**config.mk**
```make
export PLATFORM = sky130hd
export DESIGN_NAME = stride_detector_flat
export DESIGN_NICKNAME = d
export VERILOG_FILES = /design/src/hdl/sd_pkg.sv /design/src/hdl/sd_if.sv /design/src/hdl/sd_front.sv /design/src/hdl/sd_queue.sv /design/src/hdl/sd_back.sv /design/src/hdl/stride_detector.sv /design/src/flat_wrapper.sv
export SDC_FILE = /design/constraint.sdc
export NUM_CORES = 2
export LEC_CHECK = 0
export ABC_AREA = 1
export BUFFER_PORTS_ARGS = -buffer_cell sky130_fd_sc_hd__buf_2
export CORE_AREA = 2 2 358 360
export DETAILED_ROUTE_END_ITERATION = 8
export DIE_AREA = 0 0 360 362
export PLACE_DENSITY = 0.52
export SYNTH_ARGS = -nofsm -noshare
export SYNTH_HDL_FRONTEND = slang
export SYNTH_SLANG_ARGS = --single-unit
```
**constraint.sdc**
```tcl
create_clock -name i_clk -period 5.8 [get_ports i_clk]
set_input_delay 0 -clock i_clk [delete_from_list [all_inputs] [get_ports i_clk]]
set_output_delay 0 -clock i_clk [all_outputs]
set_load 0.02 [all_outputs]
```
**src/hdl/sd_pkg.sv**
```systemverilog
package sd_pkg;

    localparam int QUEUE_DEPTH     = 4;
    localparam int QUEUE_PTR_BITS  = $clog2(QUEUE_DEPTH);
    localparam int QUEUE_CNT_BITS  = $clog2(QUEUE_DEPTH + 1);

    localparam int TIME_BITS       = 32;
    localparam int LIMIT_BITS      = 32;
    localparam int SAMPLE_BITS     = 16;
    localparam int SIGMA_BITS      = 15;
    localparam int EXCESS_BITS     = 16;
    localparam int OUT_INDEX_BITS  = 24;
    localparam int STRIDE_CNT_BITS = 16;

    localparam int LOW_SIGMA_LIMIT = 1024;

    localparam logic [TIME_BITS-1:0] RST_ACCEL_LIMIT = 32'd8192;
    localparam logic [TIME_BITS-1:0] RST_GYRO_LIMIT  = 32'd8192;
    localparam logic [TIME_BITS-1:0] RST_MAX_GAP     = 32'd2000000;
    localparam logic [TIME_BITS-1:0] RST_MIN_GAP     = 32'd220000;

    typedef enum logic [1:0] {
        CFG_ACCEL_LIMIT = 2'd0,
        CFG_GYRO_LIMIT  = 2'd1,
        CFG_MAX_GAP     = 2'd2,
        CFG_MIN_GAP     = 2'd3
    } t_cfg_idx;

    typedef struct packed {
        logic [LIMIT_BITS-1:0] accel_limit;
        logic [LIMIT_BITS-1:0] gyro_limit;
        logic [TIME_BITS-1:0]  max_gap_us;
        logic [TIME_BITS-1:0]  min_gap_us;
    } t_cfg;

    typedef struct packed {
        logic                   block_start;
        logic [TIME_BITS-1:0]   sample_time;
        logic [EXCESS_BITS-1:0] accel_excess;
        logic [EXCESS_BITS-1:0] gyro_excess;
        logic                   low_sigma;
    } t_q_entry;

    typedef struct packed {
        logic full;
        logic empty;
    } t_q_status;

endpackage

```
**src/hdl/sd_if.sv**
```systemverilog
interface sd_sample_if;
    logic               valid;
    logic               ready;
    logic               block_start;
    logic [31:0]        sample_time;
    logic signed [15:0] accel_y;
    logic signed [15:0] gyro_z;
    logic [14:0]        sigma_accel;
    logic [14:0]        sigma_gyro;

    modport source (
        output valid, block_start, sample_time, accel_y, gyro_z, sigma_accel, sigma_gyro,
        input  ready
    );
    modport sink (
        input  valid, block_start, sample_time, accel_y, gyro_z, sigma_accel, sigma_gyro,
        output ready
    );
endinterface

interface sd_stride_if;
    logic        valid;
    logic        ready;
    logic [23:0] stride_index;
    logic [15:0] stride_number;

    modport source (
        output valid, stride_index, stride_number,
        input  ready
    );
    modport sink (
        input  valid, stride_index, stride_number,
        output ready
    );
endinterface

```
**src/hdl/sd_front.sv**
```systemverilog
module sd_front
    import sd_pkg::*;
(
    sd_sample_if.sink  i_sample,
    input  t_q_status  i_q_status,
    output logic       o_push,
    output t_q_entry   o_entry
);

    logic signed [SAMPLE_BITS:0]   accel_diff;
    logic                          accel_hit;
    logic signed [SAMPLE_BITS+2:0] gyro_x5;
    logic signed [SAMPLE_BITS+2:0] sigma_x7_neg;
    logic                          gyro_hit;
    logic signed [SAMPLE_BITS+1:0] gyro_sum;
    logic signed [SAMPLE_BITS+1:0] gyro_neg;
    logic [SIGMA_BITS+2:0]         sigma_a_x5;

    assign i_sample.ready = !i_q_status.full;
    assign o_push         = i_sample.valid && !i_q_status.full;

    always_comb begin
        accel_diff   = (SAMPLE_BITS+1)'(i_sample.accel_y)
                     - $signed({2'b00, i_sample.sigma_accel});
        accel_hit    = !accel_diff[SAMPLE_BITS] && (accel_diff != '0);

        gyro_x5      = ((SAMPLE_BITS+3)'(i_sample.gyro_z) <<< 2)
                     + (SAMPLE_BITS+3)'(i_sample.gyro_z);
        sigma_x7_neg = $signed((SAMPLE_BITS+3)'({i_sample.sigma_gyro, 3'b000}))
                     - $signed((SAMPLE_BITS+3)'(i_sample.sigma_gyro));
        sigma_x7_neg = -sigma_x7_neg;
        gyro_hit     = gyro_x5 < sigma_x7_neg;

        gyro_sum     = (SAMPLE_BITS+2)'(i_sample.gyro_z)
                     + $signed({3'b000, i_sample.sigma_gyro});
        gyro_neg     = -gyro_sum;

        sigma_a_x5   = ({3'b000, i_sample.sigma_accel} << 2) + {3'b000, i_sample.sigma_accel};

        o_entry.block_start  = i_sample.block_start;
        o_entry.sample_time  = i_sample.sample_time;
        o_entry.accel_excess = accel_hit ? accel_diff[EXCESS_BITS-1:0] : '0;
        o_entry.gyro_excess  = gyro_hit ? gyro_neg[EXCESS_BITS-1:0] : '0;
        o_entry.low_sigma    = sigma_a_x5 < (SIGMA_BITS+3)'(LOW_SIGMA_LIMIT);
    end

endmodule

```
**src/hdl/sd_queue.sv**
```systemverilog
module sd_queue
    import sd_pkg::*;
(
    input  logic      i_clk,
    input  logic      i_rst_n,
    input  logic      i_push,
    input  t_q_entry  i_entry,
    input  logic      i_pop,
    output t_q_entry  o_entry,
    output t_q_status o_status
);

    t_q_entry                  r_entry [QUEUE_DEPTH];
    logic [QUEUE_PTR_BITS-1:0] r_wr_ptr, n_wr_ptr;
    logic [QUEUE_PTR_BITS-1:0] r_rd_ptr, n_rd_ptr;
    logic [QUEUE_CNT_BITS-1:0] r_count, n_count;

    assign o_status.full  = (r_count == QUEUE_CNT_BITS'(QUEUE_DEPTH));
    assign o_status.empty = (r_count == '0);
    assign o_entry        = r_entry[r_rd_ptr];

    always_comb begin
        n_wr_ptr = r_wr_ptr;
        n_rd_ptr = r_rd_ptr;
        n_count  = r_count;
        if (i_push) begin
            n_wr_ptr = (r_wr_ptr == QUEUE_PTR_BITS'(QUEUE_DEPTH - 1)) ? '0 : r_wr_ptr + 1'b1;
        end
        if (i_pop) begin
            n_rd_ptr = (r_rd_ptr == QUEUE_PTR_BITS'(QUEUE_DEPTH - 1)) ? '0 : r_rd_ptr + 1'b1;
        end
        if (i_push && !i_pop) begin
            n_count = r_count + 1'b1;
        end else if (i_pop && !i_push) begin
            n_count = r_count - 1'b1;
        end
    end

    always_ff @(posedge i_clk) begin
        if (!i_rst_n) begin
            r_wr_ptr <= '0;
            r_rd_ptr <= '0;
            r_count  <= '0;
        end else begin
            r_wr_ptr <= n_wr_ptr;
            r_rd_ptr <= n_rd_ptr;
            r_count  <= n_count;
        end
    end

    always_ff @(posedge i_clk) begin
        if (i_push) begin
            r_entry[r_wr_ptr] <= i_entry;
        end
    end

`ifndef SYNTHESIS
    a_count_bound: assert property (@(posedge i_clk) disable iff (!i_rst_n)
        r_count <= QUEUE_CNT_BITS'(QUEUE_DEPTH))
        else $error("queue count beyond depth");

    a_no_push_full: assert property (@(posedge i_clk) disable iff (!i_rst_n)
        o_status.full |-> !i_push)
        else $error("push into full queue");

    a_no_pop_empty: assert property (@(posedge i_clk) disable iff (!i_rst_n)
        o_status.empty |-> !i_pop)
        else $error("pop from empty queue");
`endif

endmodule

```
**src/hdl/sd_back.sv**
```systemverilog
module sd_back
    import sd_pkg::*;
#(
    parameter int INDEX_BITS = 24
) (
    input  logic        i_clk,
    input  logic        i_rst_n,
    input  t_cfg        i_cfg,
    input  t_q_status   i_q_status,
    input  t_q_entry    i_entry,
    output logic        o_pop,
    sd_stride_if.source o_stride
);

    logic [LIMIT_BITS-1:0]      r_accel_sum, n_accel_sum;
    logic [LIMIT_BITS-1:0]      r_gyro_sum, n_gyro_sum;
    logic [TIME_BITS-1:0]       r_last_stride, n_last_stride;
    logic [TIME_BITS-1:0]       r_last_trig, n_last_trig;
    logic [INDEX_BITS-1:0]      r_sample_cnt, n_sample_cnt;
    logic [STRIDE_CNT_BITS-1:0] r_stride_cnt, n_stride_cnt;
    logic                       r_out_valid, n_out_valid;
    logic [OUT_INDEX_BITS-1:0]  r_out_index;
    logic [STRIDE_CNT_BITS-1:0] r_out_number;

    logic [LIMIT_BITS-1:0]      base_accel, base_gyro;
    logic [TIME_BITS-1:0]       base_stride_t, base_trig_t;
    logic [INDEX_BITS-1:0]      base_sample;
    logic [STRIDE_CNT_BITS-1:0] base_stride;
    logic [LIMIT_BITS:0]        accel_wide, gyro_wide;
    logic [LIMIT_BITS-1:0]      accel_sat, gyro_sat;
    logic [TIME_BITS-1:0]       gap_stride, gap_trig;
    logic                       trigger, long_gap, reject, emit;
    logic [31:0]                sample_wide;

    assign o_pop           = !i_q_status.empty && (!r_out_valid || o_stride.ready);
    assign o_stride.valid         = r_out_valid;
    assign o_stride.stride_index  = r_out_index;
    assign o_stride.stride_number = r_out_number;

    always_comb begin
        base_accel    = i_entry.block_start ? '0 : r_accel_sum;
        base_gyro     = i_entry.block_start ? '0 : r_gyro_sum;
        base_stride_t = i_entry.block_start ? i_entry.sample_time : r_last_stride;
        base_trig_t   = i_entry.block_start ? i_entry.sample_time : r_last_trig;
        base_sample   = i_entry.block_start ? '0 : r_sample_cnt;
        base_stride   = i_entry.block_start ? '0 : r_stride_cnt;

        accel_wide = {1'b0, base_accel} + (LIMIT_BITS+1)'(i_entry.accel_excess);
        gyro_wide  = {1'b0, base_gyro} + (LIMIT_BITS+1)'(i_entry.gyro_excess);
        accel_sat  = accel_wide[LIMIT_BITS] ? '1 : accel_wide[LIMIT_BITS-1:0];
        gyro_sat   = gyro_wide[LIMIT_BITS] ? '1 : gyro_wide[LIMIT_BITS-1:0];

        gap_stride = i_entry.sample_time - base_stride_t;
        gap_trig   = i_entry.sample_time - base_trig_t;

        trigger  = (gyro_sat > i_cfg.gyro_limit) || (accel_sat > i_cfg.accel_limit);
        long_gap = gap_stride > i_cfg.max_gap_us;
        reject   = (gap_trig < i_cfg.min_gap_us) || i_entry.low_sigma;
        emit     = trigger && !long_gap && !reject;

        sample_wide = 32'(base_sample);

        n_accel_sum   = trigger ? '0 : accel_sat;
        n_gyro_sum    = trigger ? '0 : gyro_sat;
        n_last_trig   = trigger ? i_entry.sample_time : base_trig_t;
        n_last_stride = (trigger && (long_gap || emit)) ? i_entry.sample_time : base_stride_t;
        n_sample_cnt  = base_sample + 1'b1;
        n_stride_cnt  = (emit && (base_stride != '1)) ? base_stride + 1'b1 : base_stride;

        if (o_pop) begin
            n_out_valid = emit;
        end else if (o_stride.ready) begin
            n_out_valid = 1'b0;
        end else begin
            n_out_valid = r_out_valid;
        end
    end

    always_ff @(posedge i_clk) begin
        if (!i_rst_n) begin
            r_accel_sum   <= '0;
            r_gyro_sum    <= '0;
            r_last_stride <= '0;
            r_last_trig   <= '0;
            r_sample_cnt  <= '0;
            r_stride_cnt  <= '0;
            r_out_valid   <= 1'b0;
        end else begin
            r_out_valid <= n_out_valid;
            if (o_pop) begin
                r_accel_sum   <= n_accel_sum;
                r_gyro_sum    <= n_gyro_sum;
                r_last_stride <= n_last_stride;
                r_last_trig   <= n_last_trig;
                r_sample_cnt  <= n_sample_cnt;
                r_stride_cnt  <= n_stride_cnt;
            end
        end
    end

    always_ff @(posedge i_clk) begin
        if (o_pop && emit) begin
            r_out_index  <= sample_wide[OUT_INDEX_BITS-1:0];
            r_out_number <= n_stride_cnt;
        end
    end

`ifndef SYNTHESIS
    a_start_index: assert property (@(posedge i_clk) disable iff (!i_rst_n)
        o_pop && i_entry.block_start |=> r_sample_cnt == INDEX_BITS'(1))
        else $error("sample count not restarted");

    a_trigger_clears: assert property (@(posedge i_clk) disable iff (!i_rst_n)
        o_pop && trigger |=> (r_accel_sum == '0) && (r_gyro_sum == '0))
        else $error("excess sums not cleared on trigger");

    a_stride_monotonic: assert property (@(posedge i_clk) disable iff (!i_rst_n)
        o_pop && !i_entry.block_start |=> r_stride_cnt >= $past(r_stride_cnt))
        else $error("stride count decreased within a run");

    a_emit_number: assert property (@(posedge i_clk) disable iff (!i_rst_n)
        o_pop && emit |=> r_out_valid && (r_out_number == r_stride_cnt))
        else $error("emitted stride number differs from count");
`endif

endmodule

```
**src/hdl/stride_detector.sv**
```systemverilog
// Stride detector: takes one IMU sample per clock while a queue slot is free, and emits a
// stride transaction when the acceleration or gyro excess sum passes its limit, the timing rule
// accepts it and the low-sigma check passes. Samples enter the four-entry queue between the
// classifying front end and the accumulator back end; the back end retires one queued sample
// per cycle unless the stride output stalls, using a combinational saturating add and limit
// compare. A stride passes the queue and then the output register before it is presented.
// Configuration writes take effect on the next edge and belong between runs.
module stride_detector
    import sd_pkg::*;
#(
    parameter int INDEX_BITS = 24
) (
    input  logic                  i_clk,
    input  logic                  i_rst_n,
    input  logic                  i_cfg_we,
    input  logic [1:0]            i_cfg_idx,
    input  logic [LIMIT_BITS-1:0] i_cfg_data,
    sd_sample_if.sink             i_sample,
    sd_stride_if.source           o_stride
);

    t_cfg      r_cfg;
    t_q_entry  front_entry;
    t_q_entry  queue_entry;
    t_q_status q_status;
    logic      push;
    logic      pop;

    always_ff @(posedge i_clk) begin
        if (!i_rst_n) begin
            r_cfg.accel_limit <= RST_ACCEL_LIMIT;
            r_cfg.gyro_limit  <= RST_GYRO_LIMIT;
            r_cfg.max_gap_us  <= RST_MAX_GAP;
            r_cfg.min_gap_us  <= RST_MIN_GAP;
        end else if (i_cfg_we) begin
            unique case (t_cfg_idx'(i_cfg_idx))
                CFG_ACCEL_LIMIT: r_cfg.accel_limit <= i_cfg_data;
                CFG_GYRO_LIMIT:  r_cfg.gyro_limit  <= i_cfg_data;
                CFG_MAX_GAP:     r_cfg.max_gap_us  <= i_cfg_data;
                CFG_MIN_GAP:     r_cfg.min_gap_us  <= i_cfg_data;
                default: begin
                end
            endcase
        end
    end

    sd_front u_front (
        .i_sample   (i_sample),
        .i_q_status (q_status),
        .o_push     (push),
        .o_entry    (front_entry)
    );

    sd_queue u_queue (
        .i_clk    (i_clk),
        .i_rst_n  (i_rst_n),
        .i_push   (push),
        .i_entry  (front_entry),
        .i_pop    (pop),
        .o_entry  (queue_entry),
        .o_status (q_status)
    );

    sd_back #(
        .INDEX_BITS (INDEX_BITS)
    ) u_back (
        .i_clk      (i_clk),
        .i_rst_n    (i_rst_n),
        .i_cfg      (r_cfg),
        .i_q_status (q_status),
        .i_entry    (queue_entry),
        .o_pop      (pop),
        .o_stride   (o_stride)
    );

endmodule
```
**src/flat_wrapper.sv**
```systemverilog
// flat-port wrapper written by rule: the top's interface ports become plain ports
module stride_detector_flat import sd_pkg::*;
#(
    parameter int INDEX_BITS = 24
)
  (i_clk, i_rst_n, i_cfg_we, i_cfg_idx, i_cfg_data, i_sample_valid, i_sample_block_start, i_sample_sample_time, i_sample_accel_y, i_sample_gyro_z, i_sample_sigma_accel, i_sample_sigma_gyro, i_sample_ready, o_stride_valid, o_stride_stride_index, o_stride_stride_number, o_stride_ready);
  sd_sample_if i_sample_i ();
  sd_stride_if o_stride_i ();
  input  logic i_clk;
  input  logic i_rst_n;
  input  logic i_cfg_we;
  input  logic [1:0] i_cfg_idx;
  input  logic [LIMIT_BITS-1:0] i_cfg_data;
  input wire logic [$bits(i_sample_i.valid)-1:0] i_sample_valid;
  input wire logic [$bits(i_sample_i.block_start)-1:0] i_sample_block_start;
  input wire logic [$bits(i_sample_i.sample_time)-1:0] i_sample_sample_time;
  input wire logic [$bits(i_sample_i.accel_y)-1:0] i_sample_accel_y;
  input wire logic [$bits(i_sample_i.gyro_z)-1:0] i_sample_gyro_z;
  input wire logic [$bits(i_sample_i.sigma_accel)-1:0] i_sample_sigma_accel;
  input wire logic [$bits(i_sample_i.sigma_gyro)-1:0] i_sample_sigma_gyro;
  output wire logic [$bits(i_sample_i.ready)-1:0] i_sample_ready;
  output wire logic [$bits(o_stride_i.valid)-1:0] o_stride_valid;
  output wire logic [$bits(o_stride_i.stride_index)-1:0] o_stride_stride_index;
  output wire logic [$bits(o_stride_i.stride_number)-1:0] o_stride_stride_number;
  input wire logic [$bits(o_stride_i.ready)-1:0] o_stride_ready;
  assign i_sample_i.valid = i_sample_valid;
  assign i_sample_i.block_start = i_sample_block_start;
  assign i_sample_i.sample_time = i_sample_sample_time;
  assign i_sample_i.accel_y = i_sample_accel_y;
  assign i_sample_i.gyro_z = i_sample_gyro_z;
  assign i_sample_i.sigma_accel = i_sample_sigma_accel;
  assign i_sample_i.sigma_gyro = i_sample_sigma_gyro;
  assign i_sample_ready = i_sample_i.ready;
  assign o_stride_valid = o_stride_i.valid;
  assign o_stride_stride_index = o_stride_i.stride_index;
  assign o_stride_stride_number = o_stride_i.stride_number;
  assign o_stride_i.ready = o_stride_ready;
  stride_detector #(.INDEX_BITS(INDEX_BITS)) u_core (.i_clk(i_clk), .i_rst_n(i_rst_n), .i_cfg_we(i_cfg_we), .i_cfg_idx(i_cfg_idx), .i_cfg_data(i_cfg_data), .i_sample(i_sample_i), .o_stride(o_stride_i));
endmodule
```
### After elaboration in Yosys (flattened, before gate mapping)

Memory sizes are Yosys's and may differ from the RTL's. A register that Yosys moved wholly into a read port is not among the register bits.
Index checks and enable logic that the tools add are counted.

| cells by class | value |
|---|---|
| $add $sub $neg | 17 |
| order comparisons | 6 |
| equality and inequality tests | 7 |
| multiplexer cells | 25 |
| reduce and logical (&&, ||, !) cells | 31 |

Operators with widths:

| operator | number |
|---|---|
| two-way mux 32 bit | 10 |
| > comparator 32 bit | 3 |
| adder 32 x 16 -> 33 bit | 2 |
| two-way mux 16 bit | 4 |
| subtractor 32 bit | 2 |
| < comparator 32 bit | 1 |
| adder 24 x 1 -> 24 bit (second input constant) | 1 |
| two-way mux 24 bit | 1 |
| adder 18 x 16 -> 19 bit | 1 |
| < comparator 19 bit | 1 |
| negation 19 bit | 1 |
| subtractor 18 x 15 -> 19 bit | 1 |
| adder 17 x 15 -> 18 bit | 1 |
| < comparator 18 x 11 -> 1 bit (second input constant) | 1 |
| nonzero test 17 bit | 1 |
| subtractor 16 x 16 -> 17 bit | 1 |
| adder 16 x 1 -> 16 bit (second input constant) | 1 |
| adder 16 bit | 1 |
| != test 16 bit (second input constant) | 1 |
| negation 16 bit | 1 |
| logical AND 1 bit | 10 |
| == test 2 bit (second input constant) | 4 |
| logical NOT 1 bit | 8 |
| two-way mux 2 bit | 4 |
| other kinds (12) | 24 |

| word-level totals | value |
|---|---|
| register bits after elaboration | 344 |
| bits in writable memories | 264 |
| bits of input ports | 134 |
| word-level logic and storage cells | 103 |
| memories | 1 |

Memory list:

| memory | words | width | read ports | clocked after memory_dff | wr ports | line | RTL |
|---|---|---|---|---|---|---|---|
| u_core.u_queue.r_entry | 4 | 66 | 1 | 1 | 1 | sd_queue.sv:13 | `t_q_entry r_entry [QUEUE_DEPTH];` |

### Depth between registers and ports, before layout

| depth | value |
|---|---|
| word-level depth | 10 |
| mapped depth | 46 |

### Modules after synthesis

Synthesis repeated with hierarchy kept, for this count alone.

| second synthesis, totals | value |
|---|---|
| cells, all modules | 5296 |
| area, all modules | 40207.3 um2 |

Modules (own cells, without submodules):

| module | times used | cells each | area an instance (um2) | sequential area each (um2) |
|---|---|---|---|---|
| sd_back | 1 | 3052 | 19618.8 | 4584.4 |
| sd_queue | 1 | 697 | 10839.1 | 8107.8 |
| stride_detector | 1 | 787 | 5210.0 | 2562.5 |
| sd_front | 1 | 760 | 4539.4 | 0.0 |

### Worst setup path before layout

Ideal clock, no wire load.

| timing | value |
|---|---|
| kind | register -> register |
| start point | register with a tool-made name |
| end point | register u_core.u_back.r_out_index[0] (netlist: u_core.u_back.o_stride.stride_index[0]), enable pin |
| library setup time | 0.395 ns |
| arrival | 5.766 ns |
| data required time | 5.405 ns |
| setup slack | -0.361 ns |
| stages on the path, launching flop included | 43 |
| clock period less this slack | 6.161 ns |
| cells stage by stage | dfxtp_1 buf_4 inv_4 nand2_1 nand3_1 nand2_4 inv_2 buf_4 clkbuf_1 buf_1 buf_2 nor2_1 ha_1 fa_1 nand3_1 nand2_1 nand2_1 nand2_1 [... 7 more ...] buf_6 nand3_2 ha_1 nand2_1 inv_1 nand2_1 nor2_1 nand2_1 nor2_1 nand2_1 nand4_1 nand2_1 nand2_1 buf_4 nand2_1 nor2_4 nand2_1 inv_1 |

RTL lines:

| item | line | RTL |
|---|---|---|
| end signal: assignment | sd_back.sv:103 | `r_out_index <= sample_wide[OUT_INDEX_BITS-1:0];` |
| end: declaration | sd_back.sv:22 | `logic [OUT_INDEX_BITS-1:0] r_out_index;` |

==> results.sh <==
export IMPL_ys_types=57
export IMPL_yosys_warnings=0
export IMPL_dp_hpwl_um=80000
export IMPL_drc=0
export IMPL_end_kind="flip-flop"
export IMPL_syn_area_per_cell_um2=7.76
export IMPL_tns_ns=0
export IMPL_clkTransAtPathRegs_ns=0.06
export IMPL_critPathLaunchType="flip-flop"
export IMPL_core_area_mm2=0.127
export IMPL_worst_pin_slew_ns=1.22
export IMPL_slowest_delay_ns=0.36
export IMPL_syn_nets=5339
export IMPL_cts_buffer_depth=3
export IMPL_fin_nets=5734
export IMPL_ys_seq_area_share_pct=40.4
export IMPL_synth_common_cells="nand2_1, a21oi_1, inv_1"
export IMPL_hold_depth=4
export IMPL_synthTopCellsByArea="edfxtp_1, dfxtp_1, nand2_1"
export IMPL_syn_inst=4865
export IMPL_ys_ff_latch=610
export IMPL_worst_skew_pair_late_latency_ns=0.63
export IMPL_final_max_slew_viol_count=0
export IMPL_p_per_area_mw_per_mm2=623
export IMPL_synth_most_common_cell="nand2_1"
export IMPL_async_flop_share_pct=0
export IMPL_syn_area_mm2=0.0378
export IMPL_grt_pass1_wl_um=172000
export IMPL_slew_headroom_pct=18.3
export IMPL_via_per_inst=4.77
export IMPL_antenna_found_initial=18
export IMPL_power_switching_uw=13400
export IMPL_comb_power_share_pct=64.2
export IMPL_critPathKind="flip-flop to flip-flop"
export IMPL_reg2reg_to="u_core.u_back.o_stride.stride_number[3]"
export IMPL_grt_use_total_pct=16.3
export IMPL_hp_class="input port to flip-flop"
export IMPL_vias=33400
export IMPL_netlist_area_leader_share_pct=24.2
export IMPL_drt_iter0_markers=2435
export IMPL_grt_max_degree=112
export IMPL_io_buffers=175
export IMPL_finalHoldViolCount=0
export IMPL_wl_per_cell_um=15.9
export IMPL_p_clk_share_pct=16.8
export IMPL_stdcell_count=6988
export IMPL_overflow=0
export IMPL_num_rows=131
export IMPL_seq_power_share_pct=19.0
export IMPL_ys_flop_type="dfxtp_1"
export IMPL_synth_edf_count=304
export IMPL_worst_path_max_delay_cell="dfxtp_4"
export IMPL_path_max_fanout=16
export IMPL_worst_path_most_repeated_cell="nand2_1"
export IMPL_reg2reg_depth=33
export IMPL_syn_to_final_growth_pct=21.4
export IMPL_die_w_um=360
export IMPL_place_inst=6734
export IMPL_drv_cap=0
export IMPL_start_util_pct=29.8
export IMPL_p_int_uw=15200
export IMPL_grt_pass1_vias=31200
export IMPL_cts_tree="built"
export IMPL_cts_root_buf="clkbuf_16"
export IMPL_skew_ns=0.0232
export IMPL_drive_gt1_share_pct=12.6
export IMPL_cts_made_buffers=74
export IMPL_firstDrtPassIters=6
export IMPL_fin_crit_ns=5.52
export IMPL_cts_sinks=610
export IMPL_fin_crit_sh_pct=95.3
export IMPL_swShare_pct=46.7
export IMPL_place_congestion=0.877
export IMPL_status="finished clean"
export IMPL_r2r_slack_ns=0.28
export IMPL_fillers=13300
export IMPL_wl_um=111000
export IMPL_fmax_mhz=181
export IMPL_dieArea_mm2=0.130
export IMPL_h_tree_depth=3
export IMPL_setup_violations=0
export IMPL_die_h_um=362
export IMPL_ant_nets=0
export IMPL_ir_drop_mv=0.566
export IMPL_power_leakage_uw=0.0199
export IMPL_critical_path_arrival_ns=5.86
export IMPL_synth_top_cell_by_area="edfxtp_1"
export IMPL_ios=176
export IMPL_worstPathRequired_ns=6.14
export IMPL_critPathCapture="u_core.u_back.o_stride.stride_number[3]"
worst min-delay path by stage:
stage / to / from / slack, ns
6_report: u_core.u_queue.r_entry[0][18] / i_sample_accel_y[1] / 0.04
5_1_grt: u_core.u_queue.r_entry[1][0] / i_sample_sigma_accel[13] / 0.05
4_1_cts: u_core.u_queue.r_entry[0][18] / i_sample_accel_y[1] / 0.01
3_5_place_dp: u_core.u_queue.r_entry[1][39] / i_sample_sample_time[6] / 0.22
3_3_place_gp: u_core.u_queue.r_entry[3][40] / i_sample_sample_time[7] / 0.22
2_1_floorplan: u_core.u_queue.r_entry[0][33] / i_sample_sample_time[0] / 0.1
cells by family after synthesis:
group,synth area share [%]
adders and majority gates,11.4
DFF,40.4
buffers and inverters,7.50
xor gates and xnor gates,3.36
and+or+nand+nor,21.8
AOI/OAI and AO/OA,15.5
layout by cell type (no fill, tap or decap), types with 14 or more instances in the layout:
cell type      count
a21o_1            17
a21oi_1          601
a32oi_1           21
buf_12            19
buf_2            174
buf_4            194
clkbuf_16         86
dfxtp_1          304
dlygate4sd3_1     92
edfxtp_1         304
ha_1             331
inv_1            535
nand2_1         1110
nand2_2           20
nand3_1          201
nand3_2           27
nand4_1           40
nor2_1           432
nor2_2            22
nor3_1            39
o211ai_1          19
o21ai_0          302
o21bai_1          14
o22ai_1           32
or2_2             17
xnor2_1           51
xor2_1            94
power by group through the flow:
stage | Sequential [uW] | Clock (uW) | Combinational, uW
floorplan | 5530 | 0 | 11800
global placement | 5500 | 0 | 17600
detailed placement | 5500 | 0 | 17700
CTS | 5420 | 4900 | 17900
global route | 5470 | 5080 | 20800
finish | 5420 | 4800 | 18400
cell type report:
type	count	area [um2]	area share [%]
diodes	6	15.0	0.0327
clock buffers	100	2120	4.63
clock inverters	36	400	0.873
inverters	547	2070	4.52
multi-input cells	3530	19900	43.4
flip-flops and latches	610	15300	33.3
well taps	1662	2080	4.53
repair buffers	497	4000	8.72
sequential cells by signal, summed over array words and instances (netlist names), named ones only:
name	count
u_core.u_back.r_stride_cnt	16
u_core.u_queue.r_entry	264
u_core.u_back.o_stride.stride_index	24
u_core.u_back.r_accel_sum	32
u_core.u_queue.r_wr_ptr	2
u_core.u_back.r_last_trig	32
u_core.u_back.r_gyro_sum	32
u_core.r_cfg	128
u_core.u_queue.r_count	3
u_core.u_back.o_stride.stride_number	16
u_core.u_queue.r_rd_ptr	2
u_core.u_back.r_sample_cnt	24
u_core.u_back.r_last_stride	32
u_core.u_back.o_stride.valid	1
stage by stage:
step / cell area (um2) / hold WS (ns) / utilization, % / power (uW) / setup WS (ns)
finish: 45900 / 0.0385 / 36.2 / 28600 / 0.275
global route: 45900 / 0.0535 / 36.2 / 31300 / -0.0256
CTS: 45300 / 0.0149 / 35.8 / 28200 / 0.00223
detailed placement: 41900 / 0.219 / 33.0 / 23200 / 0.00165
global placement: 41900 / 0.218 / 33.0 / 23100 / 0.110
floorplan: 37800 / 0.0989 / - / 17400 / 0.0215
routing by layer:
layer | wire length (um) | GRT usage [%] | up-vias
met5 | 100 | 0 | -
met3 | 6160 | 2.49 | 127
met2 | 49000 | 26.0 | 691
met1 | 54000 | 23.1 | 15400
met4 | 1840 | 3.50 | 18
li1 | - | - | 17100
critical path, delay by kind of cell (launching register included):
kind | cells | cell delay, ns
AO/OA/AOI/OAI | 8 | 1.21
adder cells (fa/ha/maj) | 2 | 0.62
AND/OR/NAND/NOR | 15 | 1.66
flip-flops | 1 | 0.36
buffers and inverters | 8 | 1.35
timing repair:
action,in CTS,in global routing
hold buffers,92,0
setup buffers,0,11
gates cloned,0,9
endpoints found under the hold margin,287,0
pin swaps,0,14
resized for setup,1,68
endpoints found under the setup margin,32,200
No activity file was read; power rests on OpenSTA's default activity.
